`config.mk`:
```
export PLATFORM = sky130hd
export DESIGN_NAME = gas_sensor_frame_parser_core
export DESIGN_NICKNAME = d
export VERILOG_FILES = /design/src/hdl/gsfp_pkg.sv /design/src/hdl/gsfp_parser.sv /design/src/hdl/gas_sensor_frame_parser_core.sv
export SDC_FILE = /design/constraint.sdc
export NUM_CORES = 1
export LEC_CHECK = 0
export ABC_AREA = 1
export BUFFER_PORTS_ARGS = -buffer_cell sky130_fd_sc_hd__buf_2
export CAP_MARGIN = 20
export CORE_AREA = 2 2 127 129
export DETAILED_ROUTE_END_ITERATION = 10
export DIE_AREA = 0 0 129 131
export GPL_TIMING_DRIVEN = 0
export PLACE_DENSITY = 0.84
export SYNTH_ARGS = -nofsm -noshare
export SYNTH_HDL_FRONTEND = slang
export SYNTH_SLANG_ARGS = --single-unit
```
`constraint.sdc`:
```
create_clock -name clk -period 2.85 [get_ports clk]
set_input_delay 0.57 -clock clk [delete_from_list [all_inputs] [get_ports clk]]
set_output_delay 0.57 -clock clk [all_outputs]
set_load 0.005 [all_outputs]
```
`src/hdl/gsfp_pkg.sv`:
```
// Shared types and constants for the gas sensor frame parser.
package gsfp_pkg;

    localparam int unsigned BYTE_W       = 8;
    localparam int unsigned READING_W    = 16;
    localparam int unsigned TICK_W       = 20;
    localparam int unsigned COUNT_W      = 4;
    localparam int unsigned READING_NUM  = 6;
    localparam int unsigned READ_IDX_W   = 3;
    localparam int unsigned CFG_IDX_W    = 2;
    localparam int unsigned CFG_DATA_W   = 20;
    localparam int unsigned OUT_DATA_W   = 3 * READING_W;

    localparam logic [COUNT_W-1:0] FRAME_SUMMED_BYTES = COUNT_W'(8);
    localparam logic [TICK_W-1:0]  TICK_MAX           = {TICK_W{1'b1}};

    localparam logic [BYTE_W-1:0] ADDRESS_HIGH_RST = 8'd44;
    localparam logic [BYTE_W-1:0] ADDRESS_LOW_RST  = 8'd228;
    localparam logic [TICK_W-1:0] WARMUP_TICKS_RST = 20'd180000;

    typedef enum logic
    {
        OP_BYTE = 1'b0,
        OP_TICK = 1'b1
    } opcode_t;

    typedef enum logic [CFG_IDX_W-1:0]
    {
        CFG_ADDRESS_HIGH = 2'd0,
        CFG_ADDRESS_LOW  = 2'd1,
        CFG_WARMUP_TICKS = 2'd2,
        CFG_UNUSED       = 2'd3
    } cfg_index_t;

    typedef struct packed
    {
        logic [BYTE_W-1:0] address_high;
        logic [BYTE_W-1:0] address_low;
        logic [TICK_W-1:0] warmup_ticks;
    } gsfp_cfg_t;

    typedef struct packed
    {
        logic                 status;
        logic [READING_W-1:0] tvoc_raw;
        logic [READING_W-1:0] formaldehyde_raw;
        logic [READING_W-1:0] co2_raw;
    } gsfp_result_t;

endpackage

```
`src/hdl/gsfp_parser.sv`:
```
// Frame collection state, checksum check and tick counter for one item per step.
module gsfp_parser
(
    input  logic                                clk,
    input  logic                                rst_n,
    input  logic                                step,
    input  gsfp_pkg::opcode_t                   opcode,
    input  logic [gsfp_pkg::BYTE_W-1:0]         rx_byte,
    input  gsfp_pkg::gsfp_cfg_t                 cfg,
    output logic                                emit,
    output gsfp_pkg::gsfp_result_t              result
);
    import gsfp_pkg::*;

    logic                  receiving_reg, receiving_next;
    logic [COUNT_W-1:0]    count_reg, count_next;
    logic [BYTE_W-1:0]     sum_reg, sum_next;
    logic [TICK_W-1:0]     elapsed_reg, elapsed_next;
    logic [BYTE_W-1:0]     second_reg;
    logic [BYTE_W-1:0]     reading_reg [READING_NUM];
    logic                  second_wr;
    logic                  reading_wr;
    logic [READ_IDX_W-1:0] reading_idx;

    assign reading_idx = READ_IDX_W'(count_reg - COUNT_W'(2));

    always_comb
    begin
        receiving_next = receiving_reg;
        count_next     = count_reg;
        sum_next       = sum_reg;
        elapsed_next   = elapsed_reg;
        second_wr      = 1'b0;
        reading_wr     = 1'b0;
        emit           = 1'b0;
        if (step)
        begin
            if (opcode == OP_TICK)
            begin
                if (elapsed_reg != TICK_MAX)
                begin
                    elapsed_next = elapsed_reg + TICK_W'(1);
                end
            end
            else if (!receiving_reg)
            begin
                if (rx_byte == cfg.address_high)
                begin
                    receiving_next = 1'b1;
                    count_next     = COUNT_W'(1);
                    sum_next       = rx_byte;
                end
            end
            else if (count_reg < FRAME_SUMMED_BYTES)
            begin
                second_wr  = (count_reg == COUNT_W'(1));
                reading_wr = (count_reg != COUNT_W'(1));
                sum_next   = sum_reg + rx_byte;
                count_next = count_reg + COUNT_W'(1);
            end
            else
            begin
                // checksum byte: frame ends here whether or not it matches
                emit           = (second_reg == cfg.address_low) && (sum_reg == rx_byte);
                receiving_next = 1'b0;
                count_next     = '0;
                sum_next       = '0;
            end
        end
    end

    assign result.status           = (elapsed_reg < cfg.warmup_ticks);
    assign result.tvoc_raw         = {reading_reg[0], reading_reg[1]};
    assign result.formaldehyde_raw = {reading_reg[2], reading_reg[3]};
    assign result.co2_raw          = {reading_reg[4], reading_reg[5]};

    always_ff @(posedge clk or negedge rst_n)
    begin
        if (!rst_n)
        begin
            receiving_reg <= 1'b0;
            count_reg     <= '0;
            sum_reg       <= '0;
            elapsed_reg   <= '0;
        end
        else
        begin
            receiving_reg <= receiving_next;
            count_reg     <= count_next;
            sum_reg       <= sum_next;
            elapsed_reg   <= elapsed_next;
        end
    end

    always_ff @(posedge clk)
    begin
        if (second_wr)
        begin
            second_reg <= rx_byte;
        end
        if (reading_wr)
        begin
            reading_reg[reading_idx] <= rx_byte;
        end
    end

endmodule

```
`src/hdl/gas_sensor_frame_parser_core.sv`:
```
// Top level of the gas sensor frame parser: stream ports, config registers, result register.
// The block takes a stream of received serial bytes and millisecond ticks (tuser set) and
// emits one transaction per valid 9-byte frame carrying the TVOC, formaldehyde and CO2
// readings plus a warm-up flag. A frame starts on a byte equal to address_high; it is
// dropped silently when its second byte differs from address_low or its last byte is not
// the 8-bit sum of the first eight. Each item is registered on entry, applied to the frame
// state when the output register is free or being read, and any result lands in an output
// register, so a new item is accepted every cycle while the output side keeps up.
// Configuration writes are always ready and take effect on the next cycle; writes to an
// index past the last register are ignored.
module gas_sensor_frame_parser_core
(
    input  logic                                 clk,
    input  logic                                 rst_n,
    input  logic                                 s_axis_tvalid,
    output logic                                 s_axis_tready,
    input  logic [gsfp_pkg::BYTE_W-1:0]          s_axis_tdata,   // [7:0] rx_byte
    input  logic [0:0]                           s_axis_tuser,   // [0] opcode
    output logic                                 m_axis_tvalid,
    input  logic                                 m_axis_tready,
    // [15:0] tvoc_raw, [31:16] formaldehyde_raw, [47:32] co2_raw
    output logic [gsfp_pkg::OUT_DATA_W-1:0]      m_axis_tdata,
    output logic [0:0]                           m_axis_tuser,   // [0] status
    input  logic                                 cfg_valid,
    output logic                                 cfg_ready,
    input  logic [gsfp_pkg::CFG_IDX_W-1:0]       cfg_index,
    input  logic [gsfp_pkg::CFG_DATA_W-1:0]      cfg_data
);
    import gsfp_pkg::*;

    gsfp_cfg_t    cfg_reg;
    logic         in_valid_reg;
    opcode_t      in_op_reg;
    logic [BYTE_W-1:0] in_byte_reg;
    logic         out_valid_reg;
    gsfp_result_t out_reg;
    logic         proceed;
    logic         emit;
    gsfp_result_t result;

    assign cfg_ready     = 1'b1;
    assign proceed       = in_valid_reg && (!out_valid_reg || m_axis_tready);
    assign s_axis_tready = !in_valid_reg || proceed;

    always_ff @(posedge clk or negedge rst_n)
    begin
        if (!rst_n)
        begin
            cfg_reg.address_high <= ADDRESS_HIGH_RST;
            cfg_reg.address_low  <= ADDRESS_LOW_RST;
            cfg_reg.warmup_ticks <= WARMUP_TICKS_RST;
        end
        else if (cfg_valid)
        begin
            unique case (cfg_index_t'(cfg_index))
                CFG_ADDRESS_HIGH: cfg_reg.address_high <= cfg_data[BYTE_W-1:0];
                CFG_ADDRESS_LOW:  cfg_reg.address_low  <= cfg_data[BYTE_W-1:0];
                CFG_WARMUP_TICKS: cfg_reg.warmup_ticks <= cfg_data[TICK_W-1:0];
                default:          ;
            endcase
        end
    end

    always_ff @(posedge clk or negedge rst_n)
    begin
        if (!rst_n)
        begin
            in_valid_reg  <= 1'b0;
            out_valid_reg <= 1'b0;
        end
        else
        begin
            if (s_axis_tready)
            begin
                in_valid_reg <= s_axis_tvalid;
            end
            if (proceed)
            begin
                out_valid_reg <= emit;
            end
            else if (m_axis_tready)
            begin
                out_valid_reg <= 1'b0;
            end
        end
    end

    always_ff @(posedge clk)
    begin
        if (s_axis_tvalid && s_axis_tready)
        begin
            in_op_reg   <= opcode_t'(s_axis_tuser[0]);
            in_byte_reg <= s_axis_tdata;
        end
        if (proceed && emit)
        begin
            out_reg <= result;
        end
    end

    gsfp_parser u_parser
    (
        .clk     (clk),
        .rst_n   (rst_n),
        .step    (proceed),
        .opcode  (in_op_reg),
        .rx_byte (in_byte_reg),
        .cfg     (cfg_reg),
        .emit    (emit),
        .result  (result)
    );

    assign m_axis_tvalid = out_valid_reg;
    assign m_axis_tuser  = out_reg.status;
    assign m_axis_tdata  = {out_reg.co2_raw, out_reg.formaldehyde_raw, out_reg.tvoc_raw};

endmodule
```
# ---- Word level (Yosys, flattened, before mapping)
# Memory sizes are Yosys's and may differ from the RTL's. A register that Yosys moved wholly into a read port is not among the register bits.
# Index checks and enable logic that the tools add are counted.
dict set report word_totals {
  ff_bits 89
  ram_bits 48
  input_bits 36
  word_cells 71
  memories 1
}
# name words width rd rd_clocked_by_memory_dff wr line
set mem_list {}
lappend mem_list {u_parser.reading_reg 6 8 6 6 1 gsfp_parser.sv:20} ;# logic [BYTE_W-1:0] reading_reg [READING_NUM];
dict set report op_classes {
  n_addsub 4
  magnitude_cmp 2
  n_eq_ne 8
  n_mux 25
  bitwise 1
  reduce_logical 17
}
# op count
set op_table {}
lappend op_table {{== test 8 bit} 3}
lappend op_table {{two-way mux 8 bit} 3}
lappend op_table {{adder 20 x 1 -> 20 bit, second input constant} 1}
lappend op_table {{< comparator 20 bit} 1}
lappend op_table {{!= test 20 bit, second input constant} 1}
lappend op_table {{two-way mux 1 bit} 19}
lappend op_table {{two-way mux 4 bit} 3}
lappend op_table {{adder 8 bit} 1}
lappend op_table {{AND reduction 2 bit} 4}
lappend op_table {{AND reduction 3 bit} 2}
lappend op_table {{adder 4 x 1 -> 4 bit, second input constant} 1}
lappend op_table {{== test 4 x 1 -> 1 bit, second input constant} 1}
lappend op_table {{logical AND 1 bit} 4}
lappend op_table {{< comparator 4 bit, second input constant} 1}
lappend op_table {{!= test 4 x 1 -> 1 bit, second input constant} 1}
lappend op_table {{nonzero test 2 bit} 2}
lappend op_table {{subtractor 3 x 2 -> 3 bit, second input constant} 1}
lappend op_table {{== test 2 x 1 -> 1 bit, second input constant} 1}
lappend op_table {{== test 2 bit, second input constant} 1}
lappend op_table {{zero test 1 bit} 2}
lappend op_table {{zero test 2 bit} 1}
lappend op_table {{logical OR 1 bit} 2}
lappend op_table {{inverter 1 bit} 1}

# ---- Logic depth before layout (Yosys ltp)
# Gate-level depths: netlist of the first run.
dict set report logic_depth {
  word_depth 7
  mapped_depth 11
  depth_no_buf 10
}

# ---- Cells and area by module
# From an unflattened synthesis of the first run, not the netlist that was laid out.
dict set report unflattened {
  hier_cells 750
  area_unflattened_um2 8100.3
}
# mod instances cells_each area_per_inst_um2
set modules_own_cells {}
lappend modules_own_cells {gsfp_parser 1 514 4727.0}
lappend modules_own_cells {gas_sensor_frame_parser_core 1 236 3373.2}

# ---- Worst setup path before layout of the first run
# Ideal clock, no wire load.
dict set report synth_path {
  path_type {register to register}
  start {reg in_byte_reg[2]}
  end {reg m_axis_tdata[0] (netlist name)}
  t_arrival_ps 2366
  required_ps 2447
  path_slack_ps 80
  path_stages_with_launch 9
  n_path_buf 0
  cell_sequence {edfxtp_1 -> ha_1 -> nor2_1 -> nand2_1 -> a211oi_1 -> nand3_1 -> nor2_1 -> nand2_1 -> inv_1}
}
dict set report synth_via {
  elab_chain_cells 7
}
# item line
set synth_rtl {}
lappend synth_rtl {{start, declared} gas_sensor_frame_parser_core.sv:34} ;# logic [BYTE_W-1:0] in_byte_reg;
lappend synth_rtl {{start signal, assigned} gas_sensor_frame_parser_core.sv:93} ;# in_byte_reg <= s_axis_tdata;
lappend synth_rtl {{== test 8 bit} gsfp_parser.sv:64} ;# emit = (second_reg == cfg.address_low) && (sum_reg == rx_byte);
lappend synth_rtl {{logical AND 1 bit} gsfp_parser.sv:64}
lappend synth_rtl {{two-way mux 1 bit} gsfp_parser.sv:54} ;# else if (count_reg < FRAME_SUMMED_BYTES)
lappend synth_rtl {{two-way mux 1 bit} gsfp_parser.sv:45} ;# else if (!receiving_reg)
lappend synth_rtl {{two-way mux 1 bit} gsfp_parser.sv:38} ;# if (opcode == OP_TICK)
lappend synth_rtl {{two-way mux 1 bit} gsfp_parser.sv:36} ;# if (step)
lappend synth_rtl {{logical AND 1 bit} gas_sensor_frame_parser_core.sv:95} ;# if (proceed && emit)
# No other way between the ends.
# A chain may end at the register's enable or synchronous reset.

# ---- Final worst setup path of the first run
dict set report layout_path {
  start {reg in_byte_reg[2]}
  end {reg m_axis_tdata[47] (netlist name)}
}
dict set report layout_via {
  elab_chain_cells 7
}
# item line
set layout_rtl {}
lappend layout_rtl {{== test 8 bit} gsfp_parser.sv:64}
lappend layout_rtl {{logical AND 1 bit} gsfp_parser.sv:64}
lappend layout_rtl {{two-way mux 1 bit} gsfp_parser.sv:54}
lappend layout_rtl {{two-way mux 1 bit} gsfp_parser.sv:45}
lappend layout_rtl {{two-way mux 1 bit} gsfp_parser.sv:38}
lappend layout_rtl {{two-way mux 1 bit} gsfp_parser.sv:36}
lappend layout_rtl {{logical AND 1 bit} gas_sensor_frame_parser_core.sv:95}
# No other way between the ends.

==> flow_summary.ini, run 1 <==
[grt]
grt_overflow = 0
grt_max_degree = 72
track_usage_pct = 19.6
grt_pass1_vias = 5049
grt_first_pass_wirelength_mm = 25.1
antenna_found_initial = 0

[cts]
root_buffer = clkbuf_16
cts_setup_buffers = 0
numCtsBuffers = 17
clkTransAtPathRegs_ps = 90
htreeDepth = 4
cts_tree = done
cts_max_path_buffers = 2
cts_sinks = 185
clk_latency_ps = 430

[critical_path]
cp-end-kind = flip-flop
setup.worst_path.start_class = flip-flop
critPathArrivalTime_ps = 2670
required_ps = 2940
worstSetupPathType = flip-flop to flip-flop
cp_max_fo = 49

[floorplan]
initial_core_util_pct = 50.5
die_area_sq_um = 16900
core_area_sq_um = 15600
die_w_microns = 129
num_rows = 46
io_pins = 88
die_h_microns = 131

[timing]
setup_viol = 0
max-slew-margin-rel_pct = 38.1
period_share_pct = 90.7
fin_skew_ps = 12.5
worst_slack_ps = 264
drv_slew = 0
max_freq_mhz = 387
finalCriticalPeriod_ps = 2590
tightestPinTransition_ps = 921
fin_hold_ws_ps = 234
hold_viol_final = 0
grt_setup_unrepaired = no

[finish]
syn2layout_area_growth_pct = 17.6
design_area_sq_um = 9260
num_antenna_cells = 0
finalNetCount = 888
drive_gt1_share_pct = 18.3
fin_util_pct = 59.4

[placed_design]
hpwl_mm = 10.8
dp_worst_setup_slack_ps = -108
io_buffers = 86
place_area_sq_um = 8580
gp_congestion = 0.903

[yosys]
yosysWarningCount = 0
synthMuxAreaShare_pct = 0
synth_adder_area_share_pct = 4.86
synth_nets = 781
synth_xor_area_share_pct = 3.12
synth_seq_area_share_pct = 66.3
syn-cell-area_sq_um = 7870
syn_avg_cell_area_sq_um = 11.0
synth_top_family_by_area = simple AND/OR/NAND/NOR gates
ys_types = 33
synth-simple-area-share_pct = 16.1
synth_compound_area_share_pct = 4.80
syn_inst = 715
ys_ff_latch = 185

[run]
cap_violations = 0

[drt]
drt_wl_total_mm = 16.1
via_per_inst = 5.09
drt-initial-drc-count = 437
drc_errors = 0
ant_nets = 0
routedWlPerCell_microns = 15.3
vias = 5353
dr.pass1.iters = 5

[pwr]
ir_drop_mv = 0.468
power.density_nw_per_um2 = 715
cellLeakagePower_nw = 4.05

[outcome]
status = finished, final reports clean

[min_path]
hold_class = input port to async pin
-- cell type report --
type	instances	area [sq um]
fill	1185	6340
tap	216	270
clock buffer	17	425
buffer	14	83.8
clock inverter	15	234
sequential	185	5220
multi-input combinational	438	2280
timing repair buffer	88	445
inverter	78	300
-- logic make-up after synthesis --
| family | after synthesis |
|---|---|
| fa+ha+maj | 30 |
| buf+inv | 92 |
| other cells | 1 |
| xor+xnor | 28 |
| compound gates | 73 |
| simple gates | 306 |
| flops | 185 |
-- critical path, cell delays in order, from the launching register on --
cell      delay [ps]
edfxtp_1         650
ha_1             460
nor2_1           170
nand2_1           70
a211oi_1         170
nand3_1           90
nor2_1            90
nand2_1          150
inv_6            360
-- power by group --
part / total, W / switching (W) / leakage (nW) / internal [W]
Combinational: 0.000855 / 0.000526 / 1.82 / 0.000330
Clock: 0.00255 / 0.00129 / 0.317 / 0.00126
Sequential: 0.00321 / 0.000169 / 1.91 / 0.00304
-- synthesized netlist by cell type (all sizes together) --
library cell / count / area share (%)
nand2: 201 / 9.8
edfxtp: 114 / 43
inv: 78 / 3.8
dfrtp: 55 / 17
nor2: 54 / 2.9
o21ai: 38 / 2.4
nand3: 31 / 2.0
a21oi: 30 / 1.9
ha: 29 / 4.6
dfstp: 16 / 5.3
xnor2: 15 / 1.7
xor2: 13 / 1.4
buf: 9 / 0.83
nor3: 9 / 0.57
nand4: 8 / 0.64
clkbuf: 5 / 0.24
nor4: 3 / 0.24
a211oi: 1 / 0.095
a21o: 1 / 0.095
a22o: 1 / 0.11
conb: 1 / 0.048
fa: 1 / 0.25
o21a: 1 / 0.095
o22ai: 1 / 0.080
-- repair_timing --
item / in CTS / in global routing
resized for setup: 1 / 1
hold endpoints to repair: 0 / 0
hold buffers: 0 / 0
setup endpoints to repair: 49 / 10
-- cell usage in the layout, fill, tap and decap left out, drive strengths merged --
cell,netlist,final
nand2,201,201
edfxtp,114,114
buf,9,96
inv,78,89
dfrtp,55,55
nor2,54,54
o21ai,38,38
nand3,31,31
a21oi,30,30
ha,29,29
clkbuf,5,23
dfstp,16,16
xnor2,15,15
xor2,13,13
nor3,9,9
nand4,8,8
clkinv,0,4
nor4,3,3
a21o,1,1
o21a,1,1
a211oi,1,1
o22ai,1,1
a22o,1,1
fa,1,1
conb,1,1
-- final timing paths --
kind,slack (ps),depth (start not counted),endpoint,startpoint
setup reg to reg,260,8,m_axis_tdata[47],in_byte_reg[2]
min in group clk,300,1,in_op_reg,s_axis_tuser
setup / recovery,260,8,m_axis_tdata[47],in_byte_reg[2]
hold / removal,230,1,u_parser.sum_reg[3],rst_n
max in group asynchronous,2000,1,u_parser.elapsed_reg[15],rst_n
hold reg to reg,420,0,m_axis_tdata[17],u_parser.reading_reg[3][1]
-- stage by stage --
stage / instances / TNS (ps) / power [W]
CTS: 1049 / 0 / 0.00662
global route: 1051 / 0 / 0.00689
floorplan: 715 / 0 / 0.00384
finish: 1051 / 0 / 0.00662
detailed placement: 1017 / -5210 / 0.00410
global placement: 1017 / -29490 / 0.00404
-- per-layer routing --
| layer | part of all wire (%) | track usage [%] | wire length, microns |
|---|---|---|---|
| met1 | 42 | 25.8 | 6790 |
| met2 | 49 | 32.5 | 7820 |
| met3 | 6.5 | 3.38 | 1050 |
| met4 | 2.4 | 8.70 | 393 |
| met5 | 0 | 0 | 0 |
No activity file was read; power rests on OpenSTA's default activity.
==> run 2, diff against run 1 <==
Settings changed: CORE_AREA 2 2 127 129 to 2 2 98 171, DIE_AREA 0 0 129 131 to 0 0 100 173, SYNTH_HIERARCHICAL set to 1.
==> run 2 against run 1 <==
Critical path depth increased by 2. Core utilization rose by 1.1 points. Cell count grew 1.8%. Die area is 2.4% higher. Final area is 3.7% higher. Maximum frequency is 4.3% lower. Combinational power grew 7.4%. Critical path type unchanged.
==> flow_summary.ini, run 2 <==
[outcome]
status = finished, final reports clean

[yosys]
yosysTopAreaCellShare_pct = 42.3
synth_most_common_cell = nand2_1
ys_ff_latch = 185
yosys-top-cells-area = edfxtp_1, dfrtp_1, nand2_1, dfstp_2, ha_1
ys.flop_type = edfxtp_1
async_flop_share_pct = 38.4
synth_seq_area_share_pct = 64.4
synth_top_area_cell = edfxtp_1
synth_edf_count = 114
synth_nets = 816
synth_common_cells = nand2_1, edfxtp_1, inv_1, dfrtp_1
yosysWarningCount = 6
syn-cell-area_sq_um = 8100
syn_avg_cell_area_sq_um = 10.8
syn_inst = 750
ys_types = 36

[placed_design]
place_area_sq_um = 8880
hpwl_mm = 11.6
dp_worst_setup_slack_ps = -290
io_buffers = 85
gp_congestion = 0.937

[cts]
clk_latency_ps = 430
htreeDepth = 4
root_buffer = clkbuf_16
cts-hold-fix-buffers = 0
cts_max_path_buffers = 2
clkTransAtPathRegs_ps = 80
cts_sinks = 185
numCtsBuffers = 17
cts_tree = done

[critical_path]
setup.worst_path.start_class = flip-flop
path_cells = ha_1, inv_1, nand3_1, nor2_1, nand3_1, nor3_1, inv_1, nor3_4, buf_16, buf_8
required_ps = 2980
cp_max_fo = 24
worstSetupPathType = flip-flop to flip-flop
slowest_stage = edfxtp_1
critPathArrivalTime_ps = 2830
cpPeakStageDelay_ps = 600
r2r_cells = 10
cp-end-kind = flip-flop

[finish]
design_area_sq_um = 9600
syn2layout_area_growth_pct = 18.6
drive_gt1_share_pct = 20.8
multiInputGateArea_sq_um = 2500
final_common_cell = nand2_1
finalNetCount = 934
final-seq-area_sq_um = 5220
num_antenna_cells = 0
filler_cell_count = 1273
final_cell_mix = nand2_1, edfxtp_1, buf_2

[drt]
drt_wl_total_mm = 16.7
drc_errors = 0
vias = 5750
via_per_inst = 5.37
dr.pass1.iters = 6
ant_nets = 0
drt-initial-drc-count = 375
routedWlPerCell_microns = 15.6

[timing]
drv_slew = 0
max-slew-margin-rel_pct = 51.9
tightestPinTransition_ps = 719
max_freq_mhz = 370
grt_setup_unrepaired = no
worst_slack_ps = 149
period_share_pct = 94.8
setup_viol = 0
fin_skew_ps = 11.5
finalCriticalPeriod_ps = 2700
hold_viol_final = 0

[grt]
grt_max_degree = 72
grt_pass1_vias = 5646
antenna_found_initial = 0
grt_first_pass_wirelength_mm = 26.6
grt_overflow = 0
track_usage_pct = 20.0

[floorplan]
initial_core_util_pct = 51.0
io_pins = 88
die_h_microns = 173
core_area_sq_um = 15900
die_w_microns = 100
die_area_sq_um = 17300
num_rows = 61

[pwr]
ir_drop_mv = 0.360
cellLeakagePower_nw = 4.22
power.density_nw_per_um2 = 692

[min_path]
hold_class = input port to async pin

[run]
cap_violations = 0
==> run 2: cell types whose count changed in the layout (fill, tap and decap cells not counted), moves of 5 or more <==
| cell | previous run | this run |
|---|---|---|
| nand2_1 | 197 | 229 |
| nand4_1 | 8 | 38 |
| o21ai_0 | 36 | 12 |
| nor2_1 | 51 | 35 |
| a21oi_1 | 30 | 17 |
| buf_4 | 3 | 14 |
| buf_2 | 87 | 95 |
| nand3_1 | 31 | 38 |
| inv_12 | 6 | 1 |
==> run 2: through the flow <==
step	util (%)	TNS (ps)	power, W	std cells	hold WS (ps)
6_report	60.5	0	0.00664	1070	132
5_1_grt	60.5	0	0.00695	1070	158
4_1_cts	60.2	0	0.00668	1064	132
3_5_place_dp	55.9	-10410	0.00418	1027	405
3_3_place_gp	55.5	-55140	0.00412	1024	403
2_1_floorplan	-	-11770	0.00389	750	274
==> run 2: what timing repair did <==
action | 4_1_cts | 5_1_grt
pin swaps | 1 | 0
gates resized for setup | 0 | 2
setup endpoints to repair | 24 | 24
setup buffers | 5 | 3
==> run 2: final timing paths <==
check	slack [ps]	to	start
min in group clk	310	in_byte_reg[3]	s_axis_tdata[3]
worst max-delay path	150	m_axis_tdata[3]	in_byte_reg[0]
max in group asynchronous	2370	cfg_reg[17]	rst_n
worst min register to register	420	m_axis_tdata[24]	u_parser/reading_reg[2][0]
worst min-delay path	130	u_parser/sum_reg[4]	rst_n
worst max register to register	150	m_axis_tdata[3]	in_byte_reg[0]
==> run 2: cell families (layout without fill, tap and decap cells) <==
group	Yosys count	in the layout	synth area share (%)
adders and majority gates	30	30	4.73
DFF	185	185	64.4
AOI/OAI and AO/OA	42	42	2.78
buffers and inverters	97	228	5.33
xor gates and xnor gates	26	26	2.81
other	1	1	0.0463
and+or+nand+nor	369	369	19.9
==> run 2: report_power, final <==
part,internal (W),switching [W]
clock network,0.00137,0.00113
logic,0.000365,0.000553
registers,0.00304,0.000182
==> run 2: area by class of cell <==
type / count / share of cell area (%)
Buffer: 21 / 1.52
Clock buffer: 17 / 4.43
Multi-Input combinational cell: 468 / 26.0
Inverter: 76 / 2.97
Clock inverter: 15 / 2.25
Sequential cell: 185 / 54.4
Timing Repair Buffer: 99 / 5.97
Tap cell: 189 / 2.46
==> run 2: worst max-delay path: cells and delay by family (launching register included) <==
| kind | cells | cell delay, ps |
|---|---|---|
| simple gates | 5 | 780 |
| buf+inv | 4 | 620 |
| flops | 1 | 600 |
| fa+ha+maj | 1 | 380 |
==> run 2: routing by layer <==
metal | share of wire [%] | track usage (%) | up-vias
li1 | - | - | 2749
met1 | 37 | 21.0 | 2720
met2 | 53 | 35.7 | 220
met3 | 4.3 | 3.76 | 61
met4 | 4.9 | 13.0 | 0
met5 | 0 | 0 | -
